### src/mpsl_pkg.sv
// ----------------------------------------------------------------------------
// mpsl_pkg
// types and constants of the midpoint subdivision line unit
// ----------------------------------------------------------------------------
package mpsl_pkg;

  localparam int COORD_W = 5;
  localparam int SEG_W   = 4 * COORD_W;

  typedef logic [COORD_W-1:0] coord_t;

  typedef struct packed {
    coord_t by;
    coord_t bx;
    coord_t ay;
    coord_t ax;
  } seg_t;

  typedef enum logic [2:0] {
    ST_IDLE,
    ST_ENDS,
    ST_SPLIT,
    ST_POP,
    ST_FLUSH
  } state_t;

  // sequencer to output stage
  typedef struct packed {
    logic   load;
    logic   push;
    logic   flush;
    coord_t x;
    coord_t y;
  } emit_ev_t;

  function automatic coord_t span(input coord_t a, input coord_t b);
    span = (a > b) ? (a - b) : (b - a);
  endfunction

  function automatic coord_t midpoint(input coord_t a, input coord_t b);
    logic [COORD_W:0] sum;
    sum = {1'b0, a} + {1'b0, b};
    midpoint = sum[COORD_W:1];
  endfunction

endpackage

### src/mpsl_ram.sv
// ----------------------------------------------------------------------------
// mpsl_ram
// generic simple dual port ram, one write and one registered read port
// ----------------------------------------------------------------------------
module mpsl_ram #(
  parameter int WIDTH = 20,
  parameter int DEPTH = 8,
  localparam int AW   = $clog2(DEPTH)
) (
  input  logic             clk,
  input  logic             we,
  input  logic [AW-1:0]    waddr,
  input  logic [WIDTH-1:0] wdata,
  input  logic             re,
  input  logic [AW-1:0]    raddr,
  output logic [WIDTH-1:0] rdata
);

  logic [WIDTH-1:0] mem [DEPTH];

  always_ff @(posedge clk) begin
    if (we) begin
      mem[waddr] <= wdata;
    end
    if (re) begin
      rdata <= mem[raddr];
    end
  end

endmodule

### src/mpsl_emit.sv
// ----------------------------------------------------------------------------
// mpsl_emit
// output stage: holds one pixel back so the final one can carry last_pixel
// ----------------------------------------------------------------------------
module mpsl_emit import mpsl_pkg::*; #(
  parameter int GRID_SIZE = 32
) (
  input  logic     clk,
  input  logic     rst,
  input  emit_ev_t ev,
  output logic     pixel_strobe,
  output coord_t   pixel_x,
  output coord_t   pixel_y,
  output logic     last_pixel
);

  localparam int CW = $clog2(GRID_SIZE + 1);

  coord_t        pend_x;
  coord_t        pend_y;
  logic [CW-1:0] count;

  always_ff @(posedge clk) begin
    if (rst) begin
      pixel_strobe <= 1'b0;
      count        <= '0;
    end else begin
      pixel_strobe <= 1'b0;
      if (ev.load) begin
        pend_x <= ev.x;
        pend_y <= ev.y;
        count  <= CW'(1);
      end else if (ev.push && (count < CW'(GRID_SIZE))) begin
        pixel_strobe <= 1'b1;
        pixel_x      <= pend_x;
        pixel_y      <= pend_y;
        last_pixel   <= 1'b0;
        pend_x       <= ev.x;
        pend_y       <= ev.y;
        count        <= count + CW'(1);
      end else if (ev.flush) begin
        pixel_strobe <= 1'b1;
        pixel_x      <= pend_x;
        pixel_y      <= pend_y;
        last_pixel   <= 1'b1;
      end
    end
  end

endmodule

### src/mpsl_ctrl.sv
// ----------------------------------------------------------------------------
// mpsl_ctrl
// subdivision sequencer: pops segments from the stack ram, splits, pushes
// ----------------------------------------------------------------------------
module mpsl_ctrl import mpsl_pkg::*; #(
  parameter int STACK_DEPTH = 8,
  localparam int AW         = $clog2(STACK_DEPTH)
) (
  input  logic             clk,
  input  logic             rst,
  input  logic             start,
  input  coord_t           start_x,
  input  coord_t           start_y,
  input  coord_t           end_x,
  input  coord_t           end_y,
  output logic             busy,
  output emit_ev_t         ev,
  output logic             we,
  output logic [AW-1:0]    waddr,
  output logic [SEG_W-1:0] wdata,
  output logic             re,
  output logic [AW-1:0]    raddr,
  input  logic [SEG_W-1:0] rdata
);

  localparam int SPW = $clog2(STACK_DEPTH + 1);

  state_t         state, state_next;
  logic [SPW-1:0] sp, sp_next;
  seg_t           cur, cur_next;
  logic           use_rd, use_rd_next;

  seg_t           seg;
  seg_t           left;
  seg_t           right;
  coord_t         mid_x;
  coord_t         mid_y;
  logic           split;
  logic           room0;
  logic           room1;
  logic [SPW-1:0] sp1;
  logic [SPW-1:0] sp_m1;

  always_ff @(posedge clk) begin
    if (rst) begin
      state  <= ST_IDLE;
      sp     <= '0;
      use_rd <= 1'b0;
    end else begin
      state  <= state_next;
      sp     <= sp_next;
      use_rd <= use_rd_next;
    end
  end

  always_ff @(posedge clk) begin
    cur <= cur_next;
  end

  always_comb begin
    seg   = use_rd ? seg_t'(rdata) : cur;
    split = (span(seg.ax, seg.bx) > coord_t'(1)) || (span(seg.ay, seg.by) > coord_t'(1));
    mid_x = midpoint(seg.ax, seg.bx);
    mid_y = midpoint(seg.ay, seg.by);
    right = '{by: seg.by, bx: seg.bx, ay: mid_y, ax: mid_x};
    left  = '{by: mid_y, bx: mid_x, ay: seg.ay, ax: seg.ax};
    room0 = sp < SPW'(STACK_DEPTH);
    sp1   = room0 ? (sp + SPW'(1)) : sp;
    room1 = sp1 < SPW'(STACK_DEPTH);
    sp_m1 = sp - SPW'(1);

    state_next  = state;
    sp_next     = sp;
    cur_next    = cur;
    use_rd_next = use_rd;
    ev          = '0;
    we          = 1'b0;
    waddr       = sp[AW-1:0];
    wdata       = SEG_W'(right);
    re          = 1'b0;
    raddr       = sp_m1[AW-1:0];

    case (state)
      ST_IDLE: begin
        if (start) begin
          ev.load     = 1'b1;
          ev.x        = start_x;
          ev.y        = start_y;
          cur_next    = '{by: end_y, bx: end_x, ay: start_y, ax: start_x};
          use_rd_next = 1'b0;
          sp_next     = '0;
          state_next  = ST_ENDS;
        end
      end
      ST_ENDS: begin
        ev.push    = 1'b1;
        ev.x       = cur.bx;
        ev.y       = cur.by;
        state_next = ST_SPLIT;
      end
      ST_SPLIT: begin
        if (split) begin
          ev.push = 1'b1;
          ev.x    = mid_x;
          ev.y    = mid_y;
          we      = room0;
          sp_next = sp1;
          if (room1) begin
            // left half goes straight back in without a stack trip
            cur_next    = left;
            use_rd_next = 1'b0;
          end else begin
            state_next = ST_POP;
          end
        end else if (sp == '0) begin
          state_next = ST_FLUSH;
        end else begin
          state_next = ST_POP;
        end
      end
      ST_POP: begin
        re          = 1'b1;
        sp_next     = sp_m1;
        use_rd_next = 1'b1;
        state_next  = ST_SPLIT;
      end
      ST_FLUSH: begin
        ev.flush   = 1'b1;
        state_next = ST_IDLE;
      end
      default: begin
        state_next = ST_IDLE;
      end
    endcase
  end

  assign busy = (state != ST_IDLE);

endmodule

### src/midpoint_subdivision_line_unit.sv
// ----------------------------------------------------------------------------
// midpoint_subdivision_line_unit
// line rasterizer by midpoint subdivision on a segment stack held in ram
//
//   beat     ports                                   handshake
//   line in  start_x start_y end_x end_y             start / busy
//   pixel    pixel_x pixel_y last_pixel              pixel_strobe
//
// each split is done in the split state; a segment fetched back from the
// stack passes the pop state, which reads the ram, and then the split
// state; start and end pixels appear first
// pixels leave one per cycle at most; the receiver cannot stall
// synchronous reset returns to idle with an empty stack
// ----------------------------------------------------------------------------
module midpoint_subdivision_line_unit import mpsl_pkg::*; #(
  parameter int GRID_SIZE   = 32,
  parameter int STACK_DEPTH = 8
) (
  input  logic   clk,
  input  logic   rst,
  input  logic   start,
  input  coord_t start_x,
  input  coord_t start_y,
  input  coord_t end_x,
  input  coord_t end_y,
  output logic   busy,
  output logic   pixel_strobe,
  output coord_t pixel_x,
  output coord_t pixel_y,
  output logic   last_pixel
);

  localparam int AW = $clog2(STACK_DEPTH);

  emit_ev_t         ev;
  logic             we;
  logic [AW-1:0]    waddr;
  logic [SEG_W-1:0] wdata;
  logic             re;
  logic [AW-1:0]    raddr;
  logic [SEG_W-1:0] rdata;

  mpsl_ctrl #(
    .STACK_DEPTH(STACK_DEPTH)
  ) u_ctrl (
    .clk    (clk),
    .rst    (rst),
    .start  (start),
    .start_x(start_x),
    .start_y(start_y),
    .end_x  (end_x),
    .end_y  (end_y),
    .busy   (busy),
    .ev     (ev),
    .we     (we),
    .waddr  (waddr),
    .wdata  (wdata),
    .re     (re),
    .raddr  (raddr),
    .rdata  (rdata)
  );

  mpsl_ram #(
    .WIDTH(SEG_W),
    .DEPTH(STACK_DEPTH)
  ) u_stack (
    .clk  (clk),
    .we   (we),
    .waddr(waddr),
    .wdata(wdata),
    .re   (re),
    .raddr(raddr),
    .rdata(rdata)
  );

  mpsl_emit #(
    .GRID_SIZE(GRID_SIZE)
  ) u_emit (
    .clk         (clk),
    .rst         (rst),
    .ev          (ev),
    .pixel_strobe(pixel_strobe),
    .pixel_x     (pixel_x),
    .pixel_y     (pixel_y),
    .last_pixel  (last_pixel)
  );

endmodule

### config.mk
export PLATFORM = sky130hd
export DESIGN_NAME = midpoint_subdivision_line_unit
export DESIGN_NICKNAME = d
export VERILOG_FILES = /design/src/mpsl_pkg.sv /design/src/mpsl_ram.sv /design/src/mpsl_emit.sv /design/src/mpsl_ctrl.sv /design/src/midpoint_subdivision_line_unit.sv
export SDC_FILE = /design/constraint.sdc
export NUM_CORES = 1
export LEC_CHECK = 0
export BUFFER_PORTS_ARGS = -buffer_cell sky130_fd_sc_hd__clkbuf_2
export CORE_UTILIZATION = 58
export CTS_BUF_LIST = sky130_fd_sc_hd__clkbuf_4
export CTS_CLUSTER_DIAMETER = 30
export CTS_CLUSTER_SIZE = 25
export DETAILED_ROUTE_END_ITERATION = 12
export PLACE_DENSITY = 0.78
export SLEW_MARGIN = 5
export SYNTH_ARGS = -nofsm -noshare
export SYNTH_HDL_FRONTEND = slang
export SYNTH_SLANG_ARGS = --single-unit
### constraint.sdc
create_clock -name clk -period 5.9 [get_ports clk]
set_clock_uncertainty 0.1 [all_clocks]
set_input_delay 0.59 -clock clk [delete_from_list [all_inputs] [get_ports clk]]
set_output_delay 0.59 -clock clk [all_outputs]
set_load 0.02 [all_outputs]
-- Word level (Yosys, flattened, before mapping)
Memory sizes are Yosys's and may differ from the RTL's. A register that Yosys moved wholly into a read port is not among the register bits.
Cells that the tools add are included.
- reduce and logical (&&, ||, !) cells: 17
- equal/unequal tests: 8
- add/sub/neg operators: 9
- bitwise gates (word level): 2
- multiplexer cells: 46
- order comparisons: 7
- operators with widths (kind ; count):
    20-bit 2-to-1 mux ; 4
    5-bit 2-to-1 mux ; 10
    20-bit one-hot mux with 2 select lines ; 1
    10-bit one-hot mux with 3 select lines ; 1
    10-bit 2-to-1 mux ; 2
    5-bit subtractor ; 4
    1-bit 2-to-1 mux ; 17
    5-bit by 5-bit adder with 6-bit output ; 2
    3-bit 2-to-1 mux ; 4
    4-bit 2-to-1 mux ; 3
    4-bit one-hot mux with 3 select lines ; 1
    5-bit by 1-bit greater-than comparator with 1-bit output (second input constant) ; 2
    5-bit greater-than comparator ; 2
    3-bit one-hot mux with 3 select lines ; 1
    4-bit less-than comparator (second input constant) ; 2
    4-bit AND reduction ; 2
    6-bit by 1-bit adder with 6-bit output (second input constant) ; 1
    3-bit by 2-bit equality test with 1-bit output (second input constant) ; 2
    6-bit less-than comparator (second input constant) ; 1
    3-bit AND reduction ; 2
    2-bit nonzero test ; 3
    3-bit nonzero test ; 2
    4-bit by 1-bit adder with 4-bit output (second input constant) ; 1
    4-bit logical NOT ; 1
    14 further kinds ; 18
- RAM bits: 160
- input port bits: 23
- memories kept: 1
- register bits: 56
- output and inout port bits: 13
- word-level logic and storage cells: 105
- memory list (name ; depth ; width ; rd ports ; clocked after memory_dff ; wr ports ; line ; text):
    u_stack.mem ; 8 ; 20 ; 1 ; 1 ; 1 ; mpsl_ram.sv:19 ; logic [WIDTH-1:0] mem [DEPTH];

-- Logic depth before layout (Yosys ltp)
- depth after elaboration: 10
- mapped depth: 14
- gate-level depth less buffers: 11

-- Hierarchy
Synthesis repeated with hierarchy kept, for this count alone.
- cells, all modules: 681
- area, all modules: 10802.9 sq um
- by module, submodules not included (module ; sequential area each (sq um) ; times used ; cells an instance ; area an instance (sq um)):
    mpsl_ram ; 5405.2 ; 1 ; 264 ; 6812.8
    mpsl_ctrl ; 760.7 ; 1 ; 359 ; 3050.4
    mpsl_emit ; 770.7 ; 1 ; 58 ; 939.7

-- Least setup slack after synthesis
OpenSTA, ideal clock, no wires.
- kind: register to register
- from: register u_ctrl.use_rd
- to: memory u_stack.mem[1][0] (enable)
- period minus slack after synthesis: 5.603 ns
- slack: 0.297 ns
- buffers on the path: 3
- library setup time: 0.422 ns
- arrival time: 5.081 ns
- stages on the path, launching flop included: 14
- required time: 5.378 ns
- cells stage by stage: dfxtp_1 buf_1 buf_1 mux2i_1 inv_1 fa_1 or2b_1 a21oi_1 xor2_1 nor4_2 o22ai_2 buf_4 nand3_1 nor3_1
- RTL lines (item ; line ; text):
    from (decl) ; mpsl_ctrl.sv:31 ; logic use_rd, use_rd_next;
    from (signal assigned) ; mpsl_ctrl.sv:52 ; use_rd <= use_rd_next;
    to (decl) ; mpsl_ram.sv:19 ;

==> out/qor.yml <==
critical_path:
  crit_chain: "mux2i_1, inv_1, fa_1, or2b_1, a21oi_1, xor2_1, nor4_2, o22ai_2, nand2_1, nor2_2, buf_4"
  r2r_end: "u_stack.mem[0][19]"
  critPathMaxFanout: 20
  slowest_delay_ns: 0.71
  endpoint_kind: "flop"
  r2r_start: "u_ctrl.use_rd"
  start_kind: "flop"
  r2r_cells: 11
  slowest_stage: "dfxtp_1"
  path_class: "reg -> reg"
  r2r_slack_ns: 1.03
  arrival_ns: 5.08
  required_ns: 6.11
placed_design:
  dp_slack_ns: 1.142
  dpl_cell_area_um2: 11050
  hpwl_um: 13320
  gp_congestion: 0.8411
  io_buffers: 35
layout:
  drive_gt1_share_pct: 25.99
  fillers: 1252
  nNetsFinal: 809
  syn_to_final_growth_pct: 11.59
  fin_util_pct: 65.99
  final_common_cell: "edfxtp_1"
  layout_common_cells: "edfxtp_1 (221), nor2_1 (46), clkbuf_4 (45)"
  design_area_um2: 11810
sta:
  max_freq_mhz: 205.2
  fin_crit_ns: 4.873
  hold_viol: 0
  tightestPinTransition_ns: 0.9012
  fin_crit_sh_pct: 82.60
  timing.hold.ws_ns: 0.1136
  fin_ws_ns: 1.027
  maxSlewViolCount: 0
  setup_violations: 0
  maxSlewHeadroom_pct: 39.92
  setup_tns_ns: 0
  rsz0062_at_grt: "false"
grt:
  grtUsageTotal_pct: 23.57
  grt_overflow: 0
  grt_pass1_wl_um: 32580
  grt_pass1_vias: 5902
  antenna_found_initial: 1
  grt_max_degree: 51
logic_synthesis:
  synth.distinct_cells: 60
  synth_nets: 747
  ys_ff_latch: 236
  syn_avg_cell_area_um2: 15.43
  synthCells: 686
  async_flop_share_pct: 0
  syn_area_um2: 10590
  ys_seq_area_share_pct: 65.52
  ys.flop_type: "edfxtp_1"
  yosys_warnings: 0
  synth_edf_count: 221
clocking:
  cts-buffers-inserted: 42
  clk_latency_ns: 0.66
  cts_setup_buffers: 0
  htree_levels: 2
  cts_buffer_depth: 3
  cts_root_buf: "clkbuf_4"
  cts_hold_buf: 0
  cts.sinks: 236
  post_cts_resized: 0
  cts_tree: "built"
  path_clk_slew_ns: 0.10
die:
  num_rows: 49
  io_pins: 36
  die-area_um2: 18800
  core_um2: 17900
  start_util_pct: 59.13
  die_w_um: 137.1
  die_h_um: 137.1
routing:
  vias: 5914
  antenna_left: 0
  wl_per_cell_um: 20.49
  drt_iter0_markers: 519
  drt-pass1-iter-count: 7
  drt-total-wl_um: 20710
  vias_per_cell: 5.850
  drc: 0
worst_hold_path:
  hold_path.class: "in -> reg"
  hold_start: "end_x[3]"
  min_path_cells: 3
  min_to: "u_ctrl.cur[13]"
pwr:
  power.density_nw_per_um2: 418.8
  leakagePower_nw: 4.180
  ir_worst_vdd_v: 0.0002817
flow_run:
  maxCapViolCount: 0
status:
  status: "complete, no violations"
[state kept, by name (all words and copies together), names as in the netlist]
| register | flops |
|---|---|
| u_stack.mem | 160 |
| u_ctrl.cur | 20 |
| u_stack.rdata | 20 |
| u_emit.count | 6 |
| u_emit.pend_x | 5 |
| u_emit.pend_y | 5 |
| u_emit.pixel_x | 5 |
| u_emit.pixel_y | 5 |
| u_ctrl.sp | 4 |
| u_ctrl.state | 3 |
| u_ctrl.use_rd | 1 |
| u_emit.last_pixel | 1 |
| u_emit.pixel_strobe | 1 |
[worst max path at each step]
stage                        from                  to  slack [ns]  cells after the start
global route        u_ctrl.use_rd  u_stack.mem[0][14]        0.66                     11
floorplan           u_ctrl.use_rd   u_stack.mem[1][0]        0.30                     13
finish              u_ctrl.use_rd  u_stack.mem[0][19]        1.03                     11
CTS                 u_ctrl.use_rd    u_emit.pend_y[4]        1.07                     10
detailed placement  u_ctrl.use_rd   u_stack.mem[0][7]        1.14                     11
global placement    u_ctrl.use_rd   u_stack.mem[0][5]        1.27                     11
[synthesized netlist by cell type (all sizes together), types with 3 or more instances]
cell / instances / area share (%)
o31ai: 4 / 0.28
a21oi: 22 / 1.1
mux4: 40 / 8.5
mux2: 23 / 2.4
nor2: 50 / 1.8
fa: 6 / 1.1
ha: 32 / 3.8
buf: 13 / 0.76
xnor2: 8 / 0.66
mux2i: 23 / 2.2
xor2: 11 / 0.91
nand3: 4 / 0.19
a22oi: 10 / 0.71
nor4b: 3 / 0.37
nand2b: 10 / 0.59
or3: 4 / 0.24
edfxtp: 221 / 63
o21ai: 37 / 1.7
inv: 41 / 1.5
nor3: 10 / 0.47
nor4: 3 / 0.38
dfxtp: 15 / 2.8
clkbuf: 20 / 0.71
nand2: 43 / 1.5
[area by class of cell]
type	count	area, um2	area share (%)
Antenna cell	1	2.502	0.02118
Clock buffer	45	337.8	2.860
Clock inverter	32	421.7	3.569
Inverter	41	153.9	1.303
Multi-Input combinational cell	376	3378	28.60
Sequential cell	236	6938	58.73
Tap cell	229	286.5	2.425
Timing Repair Buffer	51	295.3	2.499
[per-stage QoR]
| stage | power (mW) | std cells |
|---|---|---|
| after floorplan | 3.153 | 686 |
| after global placement | 3.467 | 933 |
| after detailed placement | 3.511 | 933 |
| after CTS | 4.973 | 1010 |
| after global routing | 5.194 | 1011 |
| final | 4.948 | 1011 |
[routing by layer]
metal | wire, um | GRT usage [%] | share of wire [%]
met1 | 9323 | 34.00 | 45
met2 | 9645 | 36.73 | 47
met3 | 1324 | 3.778 | 6.4
met4 | 417 | 8.242 | 2.0
met5 | 0 | 0 | 0
[where the power goes]
group          switching (mW)  internal, mW
clock network           0.660         0.802
registers              0.0476          2.16
logic                   0.851         0.424
[critical path: cells and delay by family, from the launching register on]
| kind | cells | cell delay [ns] |
|---|---|---|
| buffers and inverters | 2 | 0.66 |
| multiplexers | 1 | 0.54 |
| adder cells (fa/ha/maj) | 1 | 0.52 |
| XOR/XNOR | 1 | 0.20 |
| AND/OR/NAND/NOR | 4 | 1.00 |
| flip-flops | 1 | 0.71 |
| AO/OA/AOI/OAI | 2 | 0.75 |
[cells by family (layout without fill, tap and decap cells)]
kind of cell               count (synthesis)  count (layout)  synth area share [%]
adders and majority gates                 38              38                 4.917
xor gates and xnor gates                  19              19                 1.572
muxes                                     86              86                 13.13
buffers and inverters                     74             169                 2.919
AOI/OAI and AO/OA                         96              96                 5.744
and+or+nand+nor                          137             137                 6.193
DFF                                      236             236                 65.52
other                                      0               1                     0
No activity file was read; power rests on OpenSTA's default activity.
